[src/design/fdc_pkg.sv]
`timescale 1ns / 1ps

package fdc_pkg;

  localparam int COUNT_BITS = 32;
  localparam int ADC_BITS   = 10;

  // error path width: sum of two counts plus the negation headroom
  localparam int ERR_W  = COUNT_BITS + 2;
  localparam int GAIN_W = 8;
  localparam int PROD_W = ERR_W + GAIN_W + 1;
  localparam int TERM_W = 9;
  localparam int DRV_W  = 10;
  localparam int SPD_W  = 8;

  localparam int TGT_W  = 20;
  localparam int BAND_W = 16;
  localparam int CFG_W  = 20;

  localparam logic [GAIN_W-1:0] DIST_LIMIT     = 8'd150;
  localparam logic [GAIN_W-1:0] MISMATCH_LIMIT = 8'd50;
  localparam logic [GAIN_W-1:0] WALL_LIMIT     = 8'd50;

  localparam logic [TGT_W-1:0]    TARGET_RST    = 20'd1090;
  localparam logic [BAND_W-1:0]   BAND_RST      = 16'd50;
  localparam logic [ADC_BITS-1:0] THRESH_RST    = 10'd200;
  localparam logic [ADC_BITS-1:0] NO_WALL_RST   = 10'd700;
  localparam logic [GAIN_W-1:0]   DIST_GAIN_RST = 8'd16;
  localparam logic [GAIN_W-1:0]   PAIR_GAIN_RST = 8'd32;

  typedef enum logic [2:0] {
    CFG_TARGET   = 3'd0,
    CFG_BAND     = 3'd1,
    CFG_R_THRESH = 3'd2,
    CFG_L_THRESH = 3'd3,
    CFG_NO_WALL  = 3'd4,
    CFG_D_GAIN   = 3'd5,
    CFG_M_GAIN   = 3'd6,
    CFG_W_GAIN   = 3'd7
  } cfg_idx_e;

  // gain (Q4.4) times error, truncated toward zero, clamped to +-limit
  function automatic logic signed [TERM_W-1:0] p_term(
    input logic [GAIN_W-1:0]      gain,
    input logic signed [ERR_W-1:0] err,
    input logic [GAIN_W-1:0]      limit
  );
    logic signed [PROD_W-1:0] prod;
    logic signed [PROD_W-1:0] bias;
    logic signed [PROD_W-1:0] quot;
    logic signed [PROD_W-1:0] lim;
    logic signed [TERM_W-1:0] res;
    prod = $signed({1'b0, gain}) * err;
    bias = $signed({{(PROD_W-4){1'b0}}, {4{prod[PROD_W-1]}}});
    quot = (prod + bias) >>> 4;
    lim  = $signed({{(PROD_W-GAIN_W){1'b0}}, limit});
    if (quot > lim) begin
      res = $signed({1'b0, limit});
    end else if (quot < -lim) begin
      res = -$signed({1'b0, limit});
    end else begin
      res = quot[TERM_W-1:0];
    end
    return res;
  endfunction

endpackage

[src/design/forward_drive_controller.sv]
`timescale 1ns / 1ps

// channel   dir  handshake                  payload
// in        in   in_valid_i / in_ready_o    right_count_i, left_count_raw_i,
//                                           right_ir_level_i, left_ir_level_i
// out       out  out_valid_o / out_ready_i  right_speed_o, right_forward_o,
//                                           left_speed_o, left_forward_o, move_done_o
// cfg       in   cfg_we_i                   cfg_idx_i, cfg_data_i
//
// two-stage pipeline: errors and done band in stage one, gain multiplies,
// clamps and mixing in stage two; one item per cycle while the output is not stalled.
// the 9x34 gain multiplier in stage two sets the critical path.
// rst_ni clears the valid bits and loads the register defaults.
// an output stall holds the output stage, and stage one too when it is full; in_ready_o drops only when both are full.

module forward_drive_controller
  import fdc_pkg::*;
(
  input  logic                  clk_i,
  input  logic                  rst_ni,
  input  logic                  cfg_we_i,
  input  logic [2:0]            cfg_idx_i,
  input  logic [CFG_W-1:0]      cfg_data_i,
  input  logic                  in_valid_i,
  output logic                  in_ready_o,
  input  logic [COUNT_BITS-1:0] right_count_i,
  input  logic [COUNT_BITS-1:0] left_count_raw_i,
  input  logic [ADC_BITS-1:0]   right_ir_level_i,
  input  logic [ADC_BITS-1:0]   left_ir_level_i,
  output logic                  out_valid_o,
  input  logic                  out_ready_i,
  output logic [SPD_W-1:0]      right_speed_o,
  output logic                  right_forward_o,
  output logic [SPD_W-1:0]      left_speed_o,
  output logic                  left_forward_o,
  output logic                  move_done_o
);

  logic [TGT_W-1:0]    target_q;
  logic [BAND_W-1:0]   band_q;
  logic [ADC_BITS-1:0] r_thresh_q, l_thresh_q, no_wall_q;
  logic [GAIN_W-1:0]   d_gain_q, m_gain_q, w_gain_q;

  always_ff @(posedge clk_i or negedge rst_ni) begin
    if (!rst_ni) begin
      target_q   <= TARGET_RST;
      band_q     <= BAND_RST;
      r_thresh_q <= THRESH_RST;
      l_thresh_q <= THRESH_RST;
      no_wall_q  <= NO_WALL_RST;
      d_gain_q   <= DIST_GAIN_RST;
      m_gain_q   <= PAIR_GAIN_RST;
      w_gain_q   <= PAIR_GAIN_RST;
    end else if (cfg_we_i) begin
      case (cfg_idx_e'(cfg_idx_i))
        CFG_TARGET:   target_q   <= cfg_data_i[TGT_W-1:0];
        CFG_BAND:     band_q     <= cfg_data_i[BAND_W-1:0];
        CFG_R_THRESH: r_thresh_q <= cfg_data_i[ADC_BITS-1:0];
        CFG_L_THRESH: l_thresh_q <= cfg_data_i[ADC_BITS-1:0];
        CFG_NO_WALL:  no_wall_q  <= cfg_data_i[ADC_BITS-1:0];
        CFG_D_GAIN:   d_gain_q   <= cfg_data_i[GAIN_W-1:0];
        CFG_M_GAIN:   m_gain_q   <= cfg_data_i[GAIN_W-1:0];
        CFG_W_GAIN:   w_gain_q   <= cfg_data_i[GAIN_W-1:0];
        default: ;
      endcase
    end
  end

  // pipeline control
  logic s1_valid_q, out_valid_q;
  logic out_en, s1_en;

  assign out_en     = !out_valid_q || out_ready_i;
  assign s1_en      = !s1_valid_q || out_en;
  assign in_ready_o = s1_en;

  always_ff @(posedge clk_i or negedge rst_ni) begin
    if (!rst_ni) begin
      s1_valid_q  <= 1'b0;
      out_valid_q <= 1'b0;
    end else begin
      if (s1_en) begin
        s1_valid_q <= in_valid_i;
      end
      if (out_en) begin
        out_valid_q <= s1_valid_q;
      end
    end
  end

  // stage one: errors
  logic signed [ERR_W-1:0]    r_ext, l_ext, sum, travelled;
  logic signed [ERR_W-1:0]    dist_err_d, mismatch_d;
  logic [ERR_W-1:0]           abs_err;
  logic [ADC_BITS-1:0]        r_ir, l_ir;
  logic signed [ADC_BITS:0]   wall_err_d;
  logic                       done_d;

  always_comb begin
    r_ext = ERR_W'($signed(right_count_i));
    l_ext = -ERR_W'($signed(left_count_raw_i));
    sum   = r_ext + l_ext;
    // halve toward zero
    travelled  = (sum + $signed({{(ERR_W-1){1'b0}}, sum[ERR_W-1]})) >>> 1;
    dist_err_d = $signed({{(ERR_W-TGT_W){1'b0}}, target_q}) - travelled;
    mismatch_d = r_ext - l_ext;
    abs_err    = dist_err_d[ERR_W-1] ? ERR_W'(-dist_err_d) : ERR_W'(dist_err_d);
    done_d     = abs_err <= {{(ERR_W-BAND_W){1'b0}}, band_q};
    r_ir       = (right_ir_level_i < r_thresh_q) ? no_wall_q : right_ir_level_i;
    l_ir       = (left_ir_level_i < l_thresh_q) ? no_wall_q : left_ir_level_i;
    wall_err_d = $signed({1'b0, r_ir}) - $signed({1'b0, l_ir});
  end

  logic signed [ERR_W-1:0]  s1_dist_err_q, s1_mismatch_q;
  logic signed [ADC_BITS:0] s1_wall_err_q;
  logic                     s1_done_q;

  always_ff @(posedge clk_i) begin
    if (s1_en && in_valid_i) begin
      s1_dist_err_q <= dist_err_d;
      s1_mismatch_q <= mismatch_d;
      s1_wall_err_q <= wall_err_d;
      s1_done_q     <= done_d;
    end
  end

  // stage two: proportional terms and mixing
  logic signed [TERM_W-1:0] d_term, m_term, w_term;
  logic signed [DRV_W-1:0]  left_drive, right_drive;
  logic [DRV_W-1:0]         left_mag, right_mag;
  logic [SPD_W-1:0]         r_speed_d, l_speed_d;
  logic                     r_fwd_d, l_fwd_d;

  always_comb begin
    d_term      = p_term(d_gain_q, s1_dist_err_q, DIST_LIMIT);
    m_term      = p_term(m_gain_q, s1_mismatch_q, MISMATCH_LIMIT);
    w_term      = p_term(w_gain_q, ERR_W'(s1_wall_err_q), WALL_LIMIT);
    left_drive  = DRV_W'(d_term) + DRV_W'(m_term) - DRV_W'(w_term);
    right_drive = DRV_W'(d_term) - DRV_W'(m_term) + DRV_W'(w_term);
    left_mag    = left_drive[DRV_W-1] ? DRV_W'(-left_drive) : DRV_W'(left_drive);
    right_mag   = right_drive[DRV_W-1] ? DRV_W'(-right_drive) : DRV_W'(right_drive);
    if (s1_done_q) begin
      r_speed_d = '0;
      l_speed_d = '0;
      r_fwd_d   = 1'b1;
      l_fwd_d   = 1'b1;
    end else begin
      r_speed_d = right_mag[SPD_W-1:0];
      l_speed_d = left_mag[SPD_W-1:0];
      r_fwd_d   = !right_drive[DRV_W-1];
      l_fwd_d   = !left_drive[DRV_W-1];
    end
  end

  logic [SPD_W-1:0] r_speed_q, l_speed_q;
  logic             r_fwd_q, l_fwd_q, done_q;

  always_ff @(posedge clk_i) begin
    if (out_en && s1_valid_q) begin
      r_speed_q <= r_speed_d;
      l_speed_q <= l_speed_d;
      r_fwd_q   <= r_fwd_d;
      l_fwd_q   <= l_fwd_d;
      done_q    <= s1_done_q;
    end
  end

  assign out_valid_o     = out_valid_q;
  assign right_speed_o   = r_speed_q;
  assign right_forward_o = r_fwd_q;
  assign left_speed_o    = l_speed_q;
  assign left_forward_o  = l_fwd_q;
  assign move_done_o     = done_q;

`ifndef SYNTHESIS
  a_done_stops: assert property (@(posedge clk_i) disable iff (!rst_ni)
    out_valid_o && move_done_o |->
      right_speed_o == '0 && left_speed_o == '0 && right_forward_o && left_forward_o)
    else $error("done result with nonzero drive");

  a_speed_range: assert property (@(posedge clk_i) disable iff (!rst_ni)
    out_valid_o |-> right_speed_o <= SPD_W'(250) && left_speed_o <= SPD_W'(250))
    else $error("drive magnitude above 250");

  a_ready_low: assert property (@(posedge clk_i) disable iff (!rst_ni)
    !in_ready_o |-> s1_valid_q && out_valid_o && !out_ready_i)
    else $error("input stalled without a full pipeline");

  a_advance: assert property (@(posedge clk_i) disable iff (!rst_ni)
    s1_valid_q && !out_valid_q |=> out_valid_q)
    else $error("stage one item did not reach the output");
`endif

endmodule

[config.mk]
export PLATFORM = sky130hd
export DESIGN_NAME = forward_drive_controller
export DESIGN_NICKNAME = d
export VERILOG_FILES = /design/src/design/fdc_pkg.sv /design/src/design/forward_drive_controller.sv
export SDC_FILE = /design/constraint.sdc
export NUM_CORES = 2
export LEC_CHECK = 0
export BUFFER_PORTS_ARGS = -buffer_cell sky130_fd_sc_hd__buf_2
export CAP_MARGIN = 15
export CORE_MARGIN = 2
export CORE_UTILIZATION = 35
export DETAILED_ROUTE_END_ITERATION = 8
export PLACE_DENSITY = 0.48
export SKIP_LAST_GASP = 1
export SYNTH_ARGS = -nofsm -noshare
export SYNTH_HDL_FRONTEND = slang
export SYNTH_SLANG_ARGS = --single-unit
[constraint.sdc]
create_clock -name clk_i -period 27.9 [get_ports clk_i]
set_input_delay 2.79 -clock clk_i [delete_from_list [all_inputs] [get_ports clk_i]]
set_output_delay 2.79 -clock clk_i [all_outputs]
set_load 0.05 [all_outputs]
Word level (Yosys, flattened, before mapping)
Cells that the tools add are included.
{"block": "totals", "ramBits": 0, "input_bits": 112, "mem_bits_ro": 0, "mem_count": 0, "latchBits": 0, "out_inout_bits": 21, "elab_cells": 82, "reg_bits": 191}
{"block": "classes", "n_div": 0, "addsub": 16, "mul": 3, "n_eq_ne": 7, "n_bitwise": 0, "n_shift": 0, "muxes": 11, "n_lt_le_gt_ge": 9, "n_reduce_logical": 17}
{"operator": "adder 43 x 5 -> 43 bit", "n": 2}
{"operator": "multiplier 9 x 34 -> 43 bit", "n": 2}
{"operator": "two-way mux 9 bit", "n": 6}
{"operator": "> comparator 39 x 7 -> 1 bit, second input constant", "n": 1}
{"operator": "> comparator 39 x 9 -> 1 bit, second input constant", "n": 1}
{"operator": "< comparator 39 x 7 -> 1 bit, second input constant", "n": 1}
{"operator": "< comparator 39 x 9 -> 1 bit, second input constant", "n": 1}
{"operator": "adder 32 x 34 -> 34 bit", "n": 1}
{"operator": "adder 34 x 2 -> 34 bit", "n": 1}
{"operator": "<= comparator 34 x 16 -> 1 bit", "n": 1}
{"operator": "two-way mux 34 bit", "n": 1}
{"operator": "negation 32 -> 34 bit", "n": 1}
{"operator": "negation 34 bit", "n": 1}
{"operator": "subtractor 21 x 33 -> 34 bit", "n": 1}
{"operator": "subtractor 32 x 34 -> 34 bit", "n": 1}
{"operator": "adder 20 x 5 -> 21 bit", "n": 1}
{"operator": "< comparator 10 bit", "n": 2}
{"operator": "multiplier 9 x 11 -> 20 bit", "n": 1}
{"operator": "two-way mux 10 bit", "n": 2}
{"operator": "> comparator 17 x 7 -> 1 bit, second input constant", "n": 1}
{"operator": "< comparator 17 x 7 -> 1 bit, second input constant", "n": 1}
{"operator": "two-way mux 8 bit", "n": 2}
{"operator": "negation 8 bit", "n": 2}
{"operator": "AND reduction 2 bit", "n": 8}
{"operator": "other kinds (12)", "n": 21}

Logic depth before layout (Yosys ltp)
{"block": "logic_depth", "ltp_word": 9, "depth_mapped": 58}

Least setup slack after synthesis
No wires, ideal clock.
{"block": "synth_path", "kind": "input to register", "from": "in left_count_raw_i[7]", "to": "reg s1_done_q, data pin", "t_arrival_ns": 14.086, "setup_ns": 0.170, "cell_stages": 54, "required_time_ns": 27.730, "path_buffers": 3, "path_slack_ns": 13.644, "cell_sequence": "or4_1 > nor3_1 > nand2_1 > or4_1 > or3_1 > or3_1 > xor2_1 > ha_1 > clkbuf_1 > a21oi_1 > a21oi_1 > a311o_1 > a22o_1 > or2_1 > o311ai_1 > o21ai_1 > xnor2_2 > nor2_1 > [... 18 more ...] > ha_1 > nor2b_1 > o21a_1 > o21a_1 > o21a_1 > o21a_1 > o21ai_0 > nand2b_1 > a21oi_1 > nor2b_1 > o21ai_0 > nand2b_1 > a21oi_1 > o211a_1 > o22ai_1 > a31o_2 > or4_4 > nor4_2"}
{"block": "synth_via", "elab_chain_len": 7}
{"item": "from (decl)", "line": "forward_drive_controller.sv:27", "text": "input logic [COUNT_BITS-1:0] left_count_raw_i,"}
{"item": "negation 32 -> 34 bit (*)", "line": "forward_drive_controller.sv:101", "text": "l_ext = -ERR_W'($signed(left_count_raw_i));"}
{"item": "adder 32 x 34 -> 34 bit (*)", "line": "forward_drive_controller.sv:102", "text": "sum = r_ext + l_ext;"}
{"item": "adder 34 x 2 -> 34 bit (*)", "line": "forward_drive_controller.sv:104", "text": "travelled = (sum + $signed({{(ERR_W-1){1'b0}}, sum[ERR_W-1]})) >>> 1;"}
{"item": "subtractor 21 x 33 -> 34 bit (*)", "line": "forward_drive_controller.sv:105", "text": "dist_err_d = $signed({{(ERR_W-TGT_W){1'b0}}, target_q}) - travelled;"}
{"item": "negation 34 bit", "line": "forward_drive_controller.sv:107", "text": "abs_err = dist_err_d[ERR_W-1] ? ERR_W'(-dist_err_d) : ERR_W'(dist_err_d);"}
{"item": "two-way mux 34 bit (*)", "line": "forward_drive_controller.sv:107"}
{"item": "<= comparator 34 x 16 -> 1 bit (*)", "line": "forward_drive_controller.sv:108", "text": "done_d = abs_err <= {{(ERR_W-BAND_W){1'b0}}, band_q};"}
{"item": "via done_d", "line": "forward_drive_controller.sv:97", "text": "logic done_d;"}
{"item": "to (signal assigned)", "line": "forward_drive_controller.sv:123", "text": "s1_done_q <= done_d;"}
{"item": "to (decl)", "line": "forward_drive_controller.sv:116", "text": "logic s1_done_q;"}
Mark *: on every way through the listed nets, which the timed path passes. The rest lies on a longest branch.
A chain may end at the register's enable or synchronous reset.

Worst setup path in the final report
{"block": "layout_path", "from": "in left_count_raw_i[0]", "to": "reg s1_done_q, data pin"}
The elaborated chain is that of the path after synthesis.

==> flow_summary.ini <==
[finish]
fill_cells = 11900
diodes = 0
nNetsFinal = 5742
areaGrowthSynthToFinish_pct = 6.98
drive_gt1_share_pct = 7.63
final_util_pct = 37.8

[worst_setup_path]
crit_path_end_kind = flop
cpMostUsedCell = ha_1
cp_max_fo = 24
cp.arrival_ps = 15440
crit_slowest_cell = nor3_1
start_kind = input pin
criticalPathCategory = in -> reg
slowest_delay_ps = 660
cp.required_ps = 28220

[yosys]
yosysUniqueCellTypes = 106
ys_seq_area_share_pct = 13.0
yosys.area.top_type = fa_1
synth-simple-area-share_pct = 19.8
synth_async_sr_flop_share_pct = 48.4
synthFlopType = edfxtp_1
ys_ff_latch = 190
synth_adder_area_share_pct = 36.8
synth_cells = 4701
synth_compound_area_share_pct = 11.7
synth_top_family_by_area = adder cells
yosysMostFrequentCell = inv_1
syn-num-nets = 5696
yosysTopAreaCellShare_pct = 25.3
synth_xor_area_share_pct = 6.84
yosysWarningCount = 0
synth_area_leaders = fa_1 25%, ha_1 11%, inv_1 7.9%
synth_edf_count = 98
synth_area_um2 = 40500
synth_area_per_cell_um2 = 8.61
yosys-mux-area-fraction_pct = 2.69
synth_common_cells = 848 x inv_1, 512 x fa_1, 436 x nand2_1, 393 x and2_1, 371 x ha_1

[route]
wl_per_cell_um = 17.5
dr_wl_met3_um = 4280
route.detailed.drc = 0
dr.pass1.iters = 6
top_layer_used = met5
drtIter0Drc = 1555
dr_wl_met2_um = 48400
vias = 31300
viasPerCell = 4.98
m1WireLength_um = 56100
drtAntennaViolNets = 0
routed_wl_um = 110000

[sta]
timing.final.ws_setup_ps = 12770
setup_tns_ps = 0
min_period_ps = 15130
max_freq_mhz = 66.1
maxSlewViolCount = 0
rsz0062_at_grt = no
relSlewSlack_pct = 23.8
setup_violations = 0
hold_violations = 0
tightest_slew_ps = 1130
period_share_pct = 54.2
clock_skew_ps = 26.5

[run]
maxCapViolations = 0

[die]
coreArea_um2 = 115000
start_util_pct = 35.3
fp.dieW_um = 344
rows = 124
die_height_um = 344
die-area_um2 = 118000
ios = 133

[place]
dpl.hpwl_um = 92000
pre_cts_ws_ps = 12260
portBuffers = 132
place_congestion = 0.865

[cts]
cts_sinks = 190
cts_setup_buffers = 0
clock_latency_ps = 510
numCtsBuffers = 17
ctsResizeCount = 0
htree_levels = 4
cts_tree = yes
root_buffer = clkbuf_16
clk_pin_slew_ps = 80
clk_path_buf_depth = 2
cts_hold_buf = 0

[global_routing]
grt_pass1_wl_um = 178000
grt_pass1_vias = 31600
grtUsageTotal_pct = 19.0
antenna_found_initial = 5
grt_max_degree = 70
grt_overflow = 0

[outcome]
status = complete, no violations

[hold_path]
hold_class = reg -> reg
## worst paths after layout
check,start,end,slack (ps),cells past startpoint
worst max-delay path,left_count_raw_i[0],s1_done_q,12770,54
worst max register to register,d_gain_q[4],right_speed_o[6],15080,36
worst min register to register,s1_valid_q,out_valid_o,490,1
worst min-delay path,s1_valid_q,out_valid_o,490,1
max in group asynchronous,rst_ni,target_q[2],24390,2
min in group asynchronous,rst_ni,r_thresh_q[4],2280,1
## flip-flops by register name, indices dropped and copies added, names as in the netlist, 7 cells and up
signal / flops
s1_wall_err_q: 11
s1_mismatch_q: 34
target_q: 20
left_speed_o: 7
right_speed_o: 8
w_gain_q: 8
no_wall_q: 10
m_gain_q: 8
band_q: 16
l_thresh_q: 10
d_gain_q: 8
s1_dist_err_q: 34
r_thresh_q: 10
## critical path: cells and delay by family
family	cells	cell delay, ps
simple gates	19	4820
fa+ha+maj	5	1420
xor+xnor	3	1070
compound gates	23	4820
buf+inv	4	500
## layer usage
metal | up-vias | global-route usage [%]
met3 | 55 | 2.39
li1 | 15400 | -
met2 | 446 | 29.9
met5 | - | 0
met1 | 15400 | 28.1
met4 | 4 | 2.96
## final cells by class
cell class / count / area [um^2] / share of cell area (%)
Multi-Input combinational cell: 3534 / 31500 / 72.8
Sequential cell: 190 / 5270 / 12.2
Inverter: 849 / 3190 / 7.36
Tap cell: 1512 / 1890 / 4.37
Timing Repair Buffer: 155 / 836 / 1.93
Clock buffer: 19 / 443 / 1.02
Clock inverter: 13 / 129 / 0.298
## metrics by stage
step                hold WS, ps  area [um^2]  std cells
detailed placement          478        42700       6240
global placement            472        42700       6240
finish                      494        43300       6272
CTS                         497        43300       6272
floorplan                   424        40500       4701
global route                518        43300       6272
## logic make-up (layout without fill, tap and decap cells)
family	count (synthesis)	in the layout
AOI/OAI and AO/OA	719	719
xor gates and xnor gates	310	310
adders and majority gates	883	883
buffers and inverters	977	1036
DFF	190	190
muxes	98	98
and+or+nand+nor	1524	1524
## cells in the final DEF (no fill, tap or decap), types with 74 or more instances in the layout
cell | synthesis | final
nor3_1 | 88 | 86
a21oi_1 | 205 | 205
edfxtp_1 | 98 | 98
inv_1 | 848 | 848
o21ai_0 | 131 | 131
and2_1 | 393 | 392
ha_1 | 371 | 371
fa_1 | 512 | 512
buf_2 | 8 | 131
mux2_2 | 74 | 74
xnor2_1 | 189 | 189
xor2_1 | 114 | 114
nand2_1 | 436 | 436
a21o_1 | 80 | 80
nor2_1 | 210 | 210
Power is not shown: default switching activity piles up to over one toggle a cycle in this logic, so the estimate is an artifact.
